## config.mk

```make
export PLATFORM = sky130hd
export DESIGN_NAME = sensor_exposure_gain_register_writer
export DESIGN_NICKNAME = d
export VERILOG_FILES = /design/src/design/sewr_pkg.sv /design/src/design/sewr_divider.sv /design/src/design/sensor_exposure_gain_register_writer.sv
export SDC_FILE = /design/constraint.sdc
export NUM_CORES = 1
export LEC_CHECK = 0
export BUFFER_PORTS_ARGS = -buffer_cell sky130_fd_sc_hd__buf_4
export CAP_MARGIN = 0
export CORE_MARGIN = 2
export CORE_UTILIZATION = 60
export DETAILED_ROUTE_END_ITERATION = 12
export GPL_TIMING_DRIVEN = 1
export PLACE_DENSITY = 0.77
export SKIP_LAST_GASP = 1
export SLEW_MARGIN = 20
export SYNTH_ARGS = -nofsm -noshare
export SYNTH_HDL_FRONTEND = slang
export SYNTH_SLANG_ARGS = --single-unit
```

## constraint.sdc

```tcl
create_clock -name clk -period 4.04 [get_ports clk]
set_input_delay 0.808 -clock clk [delete_from_list [all_inputs] [get_ports clk]]
set_output_delay 0.808 -clock clk [all_outputs]
set_load 0.02 [all_outputs]
```

## src/design/sewr_pkg.sv

```systemverilog
// Shared constants, types and the gain quantizer for the sensor exposure/gain writer.
// Used by sewr_divider and sensor_exposure_gain_register_writer; depends on nothing.
package sewr_pkg;

	localparam int EXP_W   = 24;
	localparam int GAIN_W  = 10;
	localparam int LINES_W = 16;
	localparam int ADDR_W  = 16;
	localparam int BYTE_W  = 8;

	// Number of quotient bits produced by the serial divider, one per cycle.
	localparam int DIV_STEPS = EXP_W;
	localparam int DIV_CNT_W = $clog2(DIV_STEPS);

	localparam logic [ADDR_W-1:0] ADDR_GAIN     = 16'h0205;
	localparam logic [ADDR_W-1:0] ADDR_LINES_HI = 16'h0202;
	localparam logic [ADDR_W-1:0] ADDR_LINES_LO = 16'h0203;
	localparam logic [ADDR_W-1:0] ADDR_HOLD     = 16'h0104;

	localparam logic [1:0] PHASE_LAST = 2'd2;

	localparam logic [BYTE_W-1:0] GAIN_CODE_MAX = 8'hF0;
	localparam logic [BYTE_W-1:0] SHADOW_RESET  = 8'hFF;
	localparam logic [EXP_W-1:0]  PREV_EXP_RESET  = 24'd3240;
	localparam logic [GAIN_W-1:0] PREV_GAIN_RESET = 10'd16;
	localparam logic [LINES_W-1:0] LINE_TIME_RESET = 16'd1;

	typedef enum logic [1:0] {
		OP_BOTH     = 2'd0,
		OP_EXPOSURE = 2'd1,
		OP_GAIN     = 2'd2,
		OP_UNUSED   = 2'd3
	} opcode_t;

	typedef enum logic [2:0] {
		WR_GAIN     = 3'd0,
		WR_LINES_HI = 3'd1,
		WR_LINES_LO = 3'd2,
		WR_HOLD_SET = 3'd3,
		WR_HOLD_CLR = 3'd4
	} write_step_t;

	// Round the Q6.4 gain down to the sensor's gain ladder (min 1.0); return its code.
	function automatic logic [BYTE_W-1:0] gain_code(input logic [GAIN_W-1:0] g);
		logic [GAIN_W-1:0] q;
		logic [BYTE_W-1:0] code;
		q = g;
		if (g < 10'd16) begin
			q = 10'd16;
		end else if (g < 10'd32) begin
			q = g;
		end else if (g < 10'd64) begin
			q = {g[GAIN_W-1:1], 1'b0};
		end else if (g < 10'd128) begin
			q = {g[GAIN_W-1:2], 2'b00};
		end else if (g < 10'd256) begin
			q = {g[GAIN_W-1:3], 3'b000};
		end
		if (g >= 10'd256) begin
			code = GAIN_CODE_MAX;
		end else begin
			code = q[BYTE_W-1:0] - 8'd16;
		end
		return code;
	endfunction

endpackage

```

## src/design/sewr_divider.sv

```systemverilog
// Bit-serial restoring divider: 24-bit exposure by 16-bit line time, one quotient bit a cycle.
// Depends on sewr_pkg for the widths and the step count.
module sewr_divider (
	input  logic        clk,
	input  logic        arst_n,
	input  logic        start,
	input  logic [23:0] dividend,
	input  logic [15:0] divisor,
	output logic        done,
	output logic [23:0] quotient
);
	import sewr_pkg::*;

	logic [EXP_W-1:0]     dvd_q;
	logic [LINES_W-1:0]   rem_q;
	logic [LINES_W-1:0]   dsr_q;
	logic [DIV_CNT_W-1:0] cnt_q;
	logic                 busy_q;
	logic                 done_q;

	logic [LINES_W:0]   rem_shift;
	logic [LINES_W+1:0] diff;
	logic               qbit;

	// The dividend register shifts out the numerator at the top and takes the
	// quotient bits in at the bottom, so it holds the quotient at the end.
	always_comb begin
		rem_shift = {rem_q, dvd_q[EXP_W-1]};
		diff      = {1'b0, rem_shift} - {2'b00, dsr_q};
		qbit      = ~diff[LINES_W+1];
	end

	always_ff @(posedge clk or negedge arst_n) begin
		if (!arst_n) begin
			busy_q <= 1'b0;
			done_q <= 1'b0;
			cnt_q  <= '0;
		end else begin
			done_q <= 1'b0;
			if (start) begin
				busy_q <= 1'b1;
				cnt_q  <= '0;
			end else if (busy_q) begin
				cnt_q <= cnt_q + 1'b1;
				if (cnt_q == DIV_CNT_W'(DIV_STEPS - 1)) begin
					busy_q <= 1'b0;
					done_q <= 1'b1;
				end
			end
		end
	end

	always_ff @(posedge clk) begin
		if (start) begin
			dvd_q <= dividend;
			rem_q <= '0;
			// A zero line time behaves as a line time of one.
			dsr_q <= (divisor == '0) ? LINES_W'(1) : divisor;
		end else if (busy_q) begin
			dvd_q <= {dvd_q[EXP_W-2:0], qbit};
			rem_q <= qbit ? diff[LINES_W-1:0] : rem_shift[LINES_W-1:0];
		end
	end

	assign done     = done_q;
	assign quotient = dvd_q;

endmodule

```

## src/design/sensor_exposure_gain_register_writer.sv

```systemverilog
// Sensor exposure/gain register writer: turns auto-exposure requests into register writes.
// Depends on sewr_pkg and sewr_divider.
//
// Each request is accepted while the block is idle, and the input stalls until that
// request has been handled. Requests that write nothing and need no line count (skipped
// combined calls, an unchanged gain code, opcode 3) are done in the cycle they are
// accepted. A gain-only request that writes loads its three writes one after another,
// and the next request can follow once the last of them is loaded. Requests that need a
// line count run the bit-serial divider, and their first write is loaded once it is
// done: a combined request then loads five writes, an exposure-only request four, or
// none when its line count is unchanged. A stalled output holds back a waiting write.
// The line_time register may be written at any time the block is idle and its ready
// is always high.
module sensor_exposure_gain_register_writer (
	input  logic        clk,
	input  logic        arst_n,
	input  logic        cfg_valid,
	output logic        cfg_ready,
	input  logic [15:0] cfg_data,
	input  logic        in_valid,
	output logic        in_stall,
	input  logic [1:0]  opcode,
	input  logic [23:0] exposure_time,
	input  logic [9:0]  gain_q4,
	output logic        out_valid,
	input  logic        out_stall,
	output logic [15:0] reg_address,
	output logic [7:0]  reg_value,
	output logic        last_write
);
	import sewr_pkg::*;

	typedef enum logic [2:0] {
		ST_IDLE   = 3'b001,
		ST_DIVIDE = 3'b010,
		ST_EMIT   = 3'b100
	} state_t;

	state_t              state_q;
	write_step_t         step_q;
	write_step_t         step_next;
	logic [LINES_W-1:0]  line_time_q;
	logic [EXP_W-1:0]    prev_exp_q;
	logic [GAIN_W-1:0]   prev_gain_q;
	logic [BYTE_W-1:0]   hi_shadow_q;
	logic [BYTE_W-1:0]   lo_shadow_q;
	logic [BYTE_W-1:0]   code_shadow_q;
	logic [1:0]          phase_q;
	logic [1:0]          op_q;
	logic [EXP_W-1:0]    exp_q;
	logic [GAIN_W-1:0]   gain_q;
	logic [BYTE_W-1:0]   code_q;
	logic [LINES_W-1:0]  lines_q;
	logic                out_valid_q;
	logic [ADDR_W-1:0]   addr_q;
	logic [BYTE_W-1:0]   value_q;
	logic                last_q;

	logic                accept;
	logic                div_start;
	logic                div_done;
	logic [EXP_W-1:0]    quotient;
	logic [LINES_W-1:0]  lines_sat;
	logic [BYTE_W-1:0]   in_code;
	logic                both_acts;
	logic                load_out;
	logic [ADDR_W-1:0]   wr_addr;
	logic [BYTE_W-1:0]   wr_value;
	logic                wr_last;

	assign cfg_ready = 1'b1;
	assign in_stall  = (state_q != ST_IDLE);
	assign accept    = in_valid && !in_stall;
	assign in_code   = gain_code(gain_q4);

	// A combined request acts only on the third call, and then only if something changed.
	assign both_acts = (phase_q == PHASE_LAST) &&
	                   !(exposure_time == prev_exp_q && gain_q4 == prev_gain_q);
	assign div_start = accept && ((opcode == OP_BOTH && both_acts) || opcode == OP_EXPOSURE);

	sewr_divider u_div (
		.clk      (clk),
		.arst_n   (arst_n),
		.start    (div_start),
		.dividend (exposure_time),
		.divisor  (line_time_q),
		.done     (div_done),
		.quotient (quotient)
	);

	assign lines_sat = (|quotient[EXP_W-1:LINES_W]) ? '1 : quotient[LINES_W-1:0];
	assign load_out  = (state_q == ST_EMIT) && (!out_valid_q || !out_stall);

	always_comb begin
		wr_addr   = ADDR_HOLD;
		wr_value  = '0;
		wr_last   = 1'b0;
		step_next = WR_HOLD_CLR;
		case (step_q)
			WR_GAIN: begin
				wr_addr   = ADDR_GAIN;
				wr_value  = code_q;
				step_next = (op_q == OP_GAIN) ? WR_HOLD_SET : WR_LINES_HI;
			end
			WR_LINES_HI: begin
				wr_addr   = ADDR_LINES_HI;
				wr_value  = lines_q[LINES_W-1:BYTE_W];
				step_next = WR_LINES_LO;
			end
			WR_LINES_LO: begin
				wr_addr   = ADDR_LINES_LO;
				wr_value  = lines_q[BYTE_W-1:0];
				step_next = WR_HOLD_SET;
			end
			WR_HOLD_SET: begin
				wr_addr   = ADDR_HOLD;
				wr_value  = 8'd1;
				step_next = WR_HOLD_CLR;
			end
			WR_HOLD_CLR: begin
				wr_addr   = ADDR_HOLD;
				wr_value  = 8'd0;
				wr_last   = 1'b1;
				step_next = WR_HOLD_CLR;
			end
			default: begin
				wr_addr   = ADDR_HOLD;
				wr_value  = 8'd0;
				wr_last   = 1'b1;
				step_next = WR_HOLD_CLR;
			end
		endcase
	end

	always_ff @(posedge clk or negedge arst_n) begin
		if (!arst_n) begin
			state_q       <= ST_IDLE;
			step_q        <= WR_GAIN;
			line_time_q   <= LINE_TIME_RESET;
			prev_exp_q    <= PREV_EXP_RESET;
			prev_gain_q   <= PREV_GAIN_RESET;
			hi_shadow_q   <= SHADOW_RESET;
			lo_shadow_q   <= SHADOW_RESET;
			code_shadow_q <= SHADOW_RESET;
			phase_q       <= '0;
			out_valid_q   <= 1'b0;
		end else begin
			if (cfg_valid && cfg_ready) begin
				line_time_q <= cfg_data;
			end

			if (load_out) begin
				out_valid_q <= 1'b1;
				step_q      <= step_next;
				if (wr_last) begin
					state_q <= ST_IDLE;
				end
			end else if (!out_stall) begin
				out_valid_q <= 1'b0;
			end

			case (state_q)
				ST_IDLE: begin
					if (accept) begin
						case (opcode)
							OP_BOTH: begin
								phase_q <= (phase_q == PHASE_LAST) ? 2'd0 : phase_q + 2'd1;
								if (both_acts) begin
									state_q <= ST_DIVIDE;
								end
							end
							OP_EXPOSURE: begin
								state_q <= ST_DIVIDE;
							end
							OP_GAIN: begin
								if (in_code != code_shadow_q) begin
									code_shadow_q <= in_code;
									prev_gain_q   <= gain_q4;
									step_q        <= WR_GAIN;
									state_q       <= ST_EMIT;
								end
							end
							default: begin
							end
						endcase
					end
				end
				ST_DIVIDE: begin
					if (div_done) begin
						if (op_q == OP_BOTH) begin
							hi_shadow_q   <= lines_sat[LINES_W-1:BYTE_W];
							lo_shadow_q   <= lines_sat[BYTE_W-1:0];
							code_shadow_q <= code_q;
							prev_exp_q    <= exp_q;
							prev_gain_q   <= gain_q;
							step_q        <= WR_GAIN;
							state_q       <= ST_EMIT;
						end else if (lines_sat == {hi_shadow_q, lo_shadow_q}) begin
							state_q <= ST_IDLE;
						end else begin
							hi_shadow_q <= lines_sat[LINES_W-1:BYTE_W];
							lo_shadow_q <= lines_sat[BYTE_W-1:0];
							prev_exp_q  <= exp_q;
							step_q      <= WR_LINES_HI;
							state_q     <= ST_EMIT;
						end
					end
				end
				ST_EMIT: begin
				end
				default: begin
					state_q <= ST_IDLE;
				end
			endcase
		end
	end

	always_ff @(posedge clk) begin
		if (accept) begin
			op_q   <= opcode;
			exp_q  <= exposure_time;
			gain_q <= gain_q4;
			code_q <= in_code;
		end
		if (div_done) begin
			lines_q <= lines_sat;
		end
		if (load_out) begin
			addr_q  <= wr_addr;
			value_q <= wr_value;
			last_q  <= wr_last;
		end
	end

	assign out_valid   = out_valid_q;
	assign reg_address = addr_q;
	assign reg_value   = value_q;
	assign last_write  = last_q;

endmodule
```

==> results.py <==
metrics = {
    "run_status": {
        "outcome": "finished, final reports clean",
    },
    "worst_setup_path": {
        "r2r-end": "prev_exp_q[20]$_DFFE_PN0P_",
        "worst-path-buf-inv": 1,
        "crit_required_ps": 4440,
        "ff2ff_setup_slack_ps": 470,
        "crit_fanout": 23,
        "start_kind": "flip-flop",
        "regToRegStartpoint": "u_div.quotient[16]$_DFFE_PP_",
        "cpMaxStageDelayCell": "or4_1",
        "r2r.worst_path.cells": 9,
        "cp.arrival_ps": 3970,
        "worst_path_largest_cell_delay_ps": 900,
        "end_kind": "flip-flop",
        "path_cells": "or4_1 > nor3_4 > o2bb2ai_1 > or3_1 > nor4_2 > o21ai_1 > nor2b_4 > buf_4 > mux2_4",
        "crit_family": "simple AND/OR/NAND/NOR gates",
        "worstSetupPathType": "reg -> reg",
    },
    "layout": {
        "final_cell_mix": "114 x edfxtp_1, 87 x buf_4, 64 x nor2_1, 58 x dfrtp_1, 57 x nand2_1",
        "nets": 1014,
        "final_common_cell": "edfxtp_1",
        "area_delta_synth_final_pct": 13.7,
        "antenna_cells": 0,
        "layout-drive-gt1-share_pct": 23.0,
    },
    "clock_network": {
        "root_buffer": "clkbuf_16",
        "cts_resized": 0,
        "cts_made_buffers": 23,
        "cts.sinks": 220,
        "cts_tree": "built",
        "post_cts_buffers": 0,
        "max-clock-path-buffers": 3,
        "h-tree-depth": 1,
        "path_clk_slew_ps": 60,
        "ctsHoldBuffers": 0,
        "insertion_delay_ps": 520,
    },
    "routing": {
        "drc": 0,
        "dr.pass1.iters": 5,
        "via_per_inst": 5.84,
        "routedWlPerCell_um": 18.0,
        "drtIter0Drc": 519,
        "totalWireLength_um": 21300,
        "vias": 6888,
        "ant_nets": 0,
    },
    "power": {
        "ir_worst_vdd_uv": 404,
        "sw_frac_of_total_pct": 32.8,
        "leakagePower_nw": 4.84,
        "p_sw_mw": 2.59,
        "clkPwrFrac_pct": 26.4,
        "power.internal_mw": 5.31,
        "finalPower_mw": 7.90,
        "p_seq_share_pct": 45.1,
        "p_per_area_nw_per_um2": 656,
        "combPwrFrac_pct": 28.5,
    },
    "synth": {
        "synthCells": 874,
        "ys_types": 68,
        "yosys_warnings": 0,
        "ys.flop_type": "edfxtp_1",
        "synth_edf_count": 114,
        "avgSynthCellArea_um2": 12.1,
        "yosysSeqAreaShare_pct": 57.0,
        "synthArstFlopShare_pct": 40.9,
        "syn_area_um2": 10600,
        "yosys_register_bits": 220,
    },
    "die": {
        "io_pins": 85,
        "die_area_um2": 18700,
        "start_util_pct": 61.2,
        "dieHeight_um": 137,
        "die_w_um": 137,
        "placementRows": 48,
        "coreArea_um2": 17300,
    },
    "global_route": {
        "overflow": 0,
        "grt.total_usage_pct": 23.8,
        "grt_pass1_wl_um": 34800,
        "grt_max_degree": 52,
        "first_global_vias": 6621,
        "antenna_found_initial": 0,
    },
    "timing": {
        "tightest_slew_ps": 991,
        "setup_violations": 0,
        "period_needed_ps": 3570,
        "fmax_ghz": 0.280,
        "fin_tns_setup_ps": 0,
        "rsz0062_at_grt": "no",
        "skew_ps": 25.6,
        "slew_headroom_pct": 33.9,
        "period_share_pct": 88.3,
        "hold_viol": 0,
        "slew_viol_final": 0,
    },
    "place": {
        "dp_hpwl_um": 14700,
        "port_buffers": 72,
        "gp_congestion": 0.862,
    },
    "hold_path": {
        "hold_class": "in -> async",
    },
    "run": {
        "maxCapViolCount": 0,
    },
}
-- metrics by stage --
step / instance area, um^2 / instances / utilization, % / setup WS, ps / hold WS [ps]
after floorplan: 10600 / 884 / - / 696 / 439
after global placement: 11300 / 1138 / 65.4 / 540 / 446
after detailed placement: 11300 / 1138 / 65.4 / 440 / 457
after CTS: 12000 / 1180 / 69.6 / 492 / 351
after global routing: 12000 / 1180 / 69.6 / 196 / 385
final: 12000 / 1180 / 69.6 / 473 / 340
-- power by group through the flow --
stage / Sequential, mW / Combinational (mW) / Clock [mW]
2_1_floorplan: 3.41 / 1.75 / 0
3_3_place_gp: 3.56 / 2.17 / 0
3_5_place_dp: 3.58 / 2.23 / 0
4_1_cts: 3.55 / 2.25 / 2.12
5_1_grt: 3.62 / 2.53 / 2.21
6_report: 3.56 / 2.25 / 2.09
-- synthesized netlist by cell type, drive strengths merged (28+ instances only) --
cell | n | area share (%)
a21oi | 28 | 1.3
clkbuf | 38 | 1.3
dfrtp | 58 | 14
dfstp | 32 | 7.9
edfxtp | 114 | 32
inv | 42 | 1.5
mux2 | 81 | 9.7
mux2i | 28 | 2.6
nand2 | 57 | 2.0
nor2 | 66 | 2.3
o21ai | 47 | 2.2
xor2 | 29 | 2.4
-- logic make-up after synthesis --
group	count (synthesis)	synth area share, %
buf+inv	102	4.49
xor+xnor	55	4.55
mux	109	12.4
compound gates	137	7.95
simple gates	230	11.3
other cells	2	0.0709
flops	220	57.0
fa+ha+maj	19	2.31
-- per-layer routing --
layer	track usage, %	share of wire (%)
met4	5.73	1.7
met2	36.9	46
met3	3.59	6.2
met1	35.7	46
met5	0	0
-- registers in the layout, indices dropped and copies added, names as in the netlist, 5 cells and up --
name            flops
line_time_q        16
u_div.cnt_q         5
hi_shadow_q         8
lo_shadow_q         8
prev_exp_q         24
exp_q              24
code_q              8
code_shadow_q       8
reg_address         5
u_div.quotient     24
u_div.rem_q        16
gain_q             10
prev_gain_q        10
reg_value           8
lines_q            16
u_div.dsr_q        16
-- worst max-delay path by stage --
stage	end	slack, ps	start	cells past startpoint
finish	prev_exp_q[20]$_DFFE_PN0P_	470	u_div.quotient[16]$_DFFE_PP_	9
global route	u_div.rem_q[14]$_SDFFE_PP0P_	200	u_div.quotient[23]$_DFFE_PP_	11
CTS	prev_exp_q[20]$_DFFE_PN0P_	490	u_div.quotient[16]$_DFFE_PP_	9
detailed placement	u_div.quotient[16]$_DFFE_PP_	440	gain_q4[9]	10
global placement	u_div.quotient[18]$_DFFE_PP_	540	gain_q4[9]	10
floorplan	u_div.quotient[0]$_DFFE_PP_	700	gain_q4[6]	10
-- area by class of cell --
type                       count  area, um^2
clock buffer                  37         658
clock inverter                 5        81.3
fill                        1241        5250
inverter                      42         158
multi-input combinational    562        4140
sequential                   220        6040
tap                          225         282
timing repair buffer          89         693
Note: power is estimated with default switching activity, not from simulation.
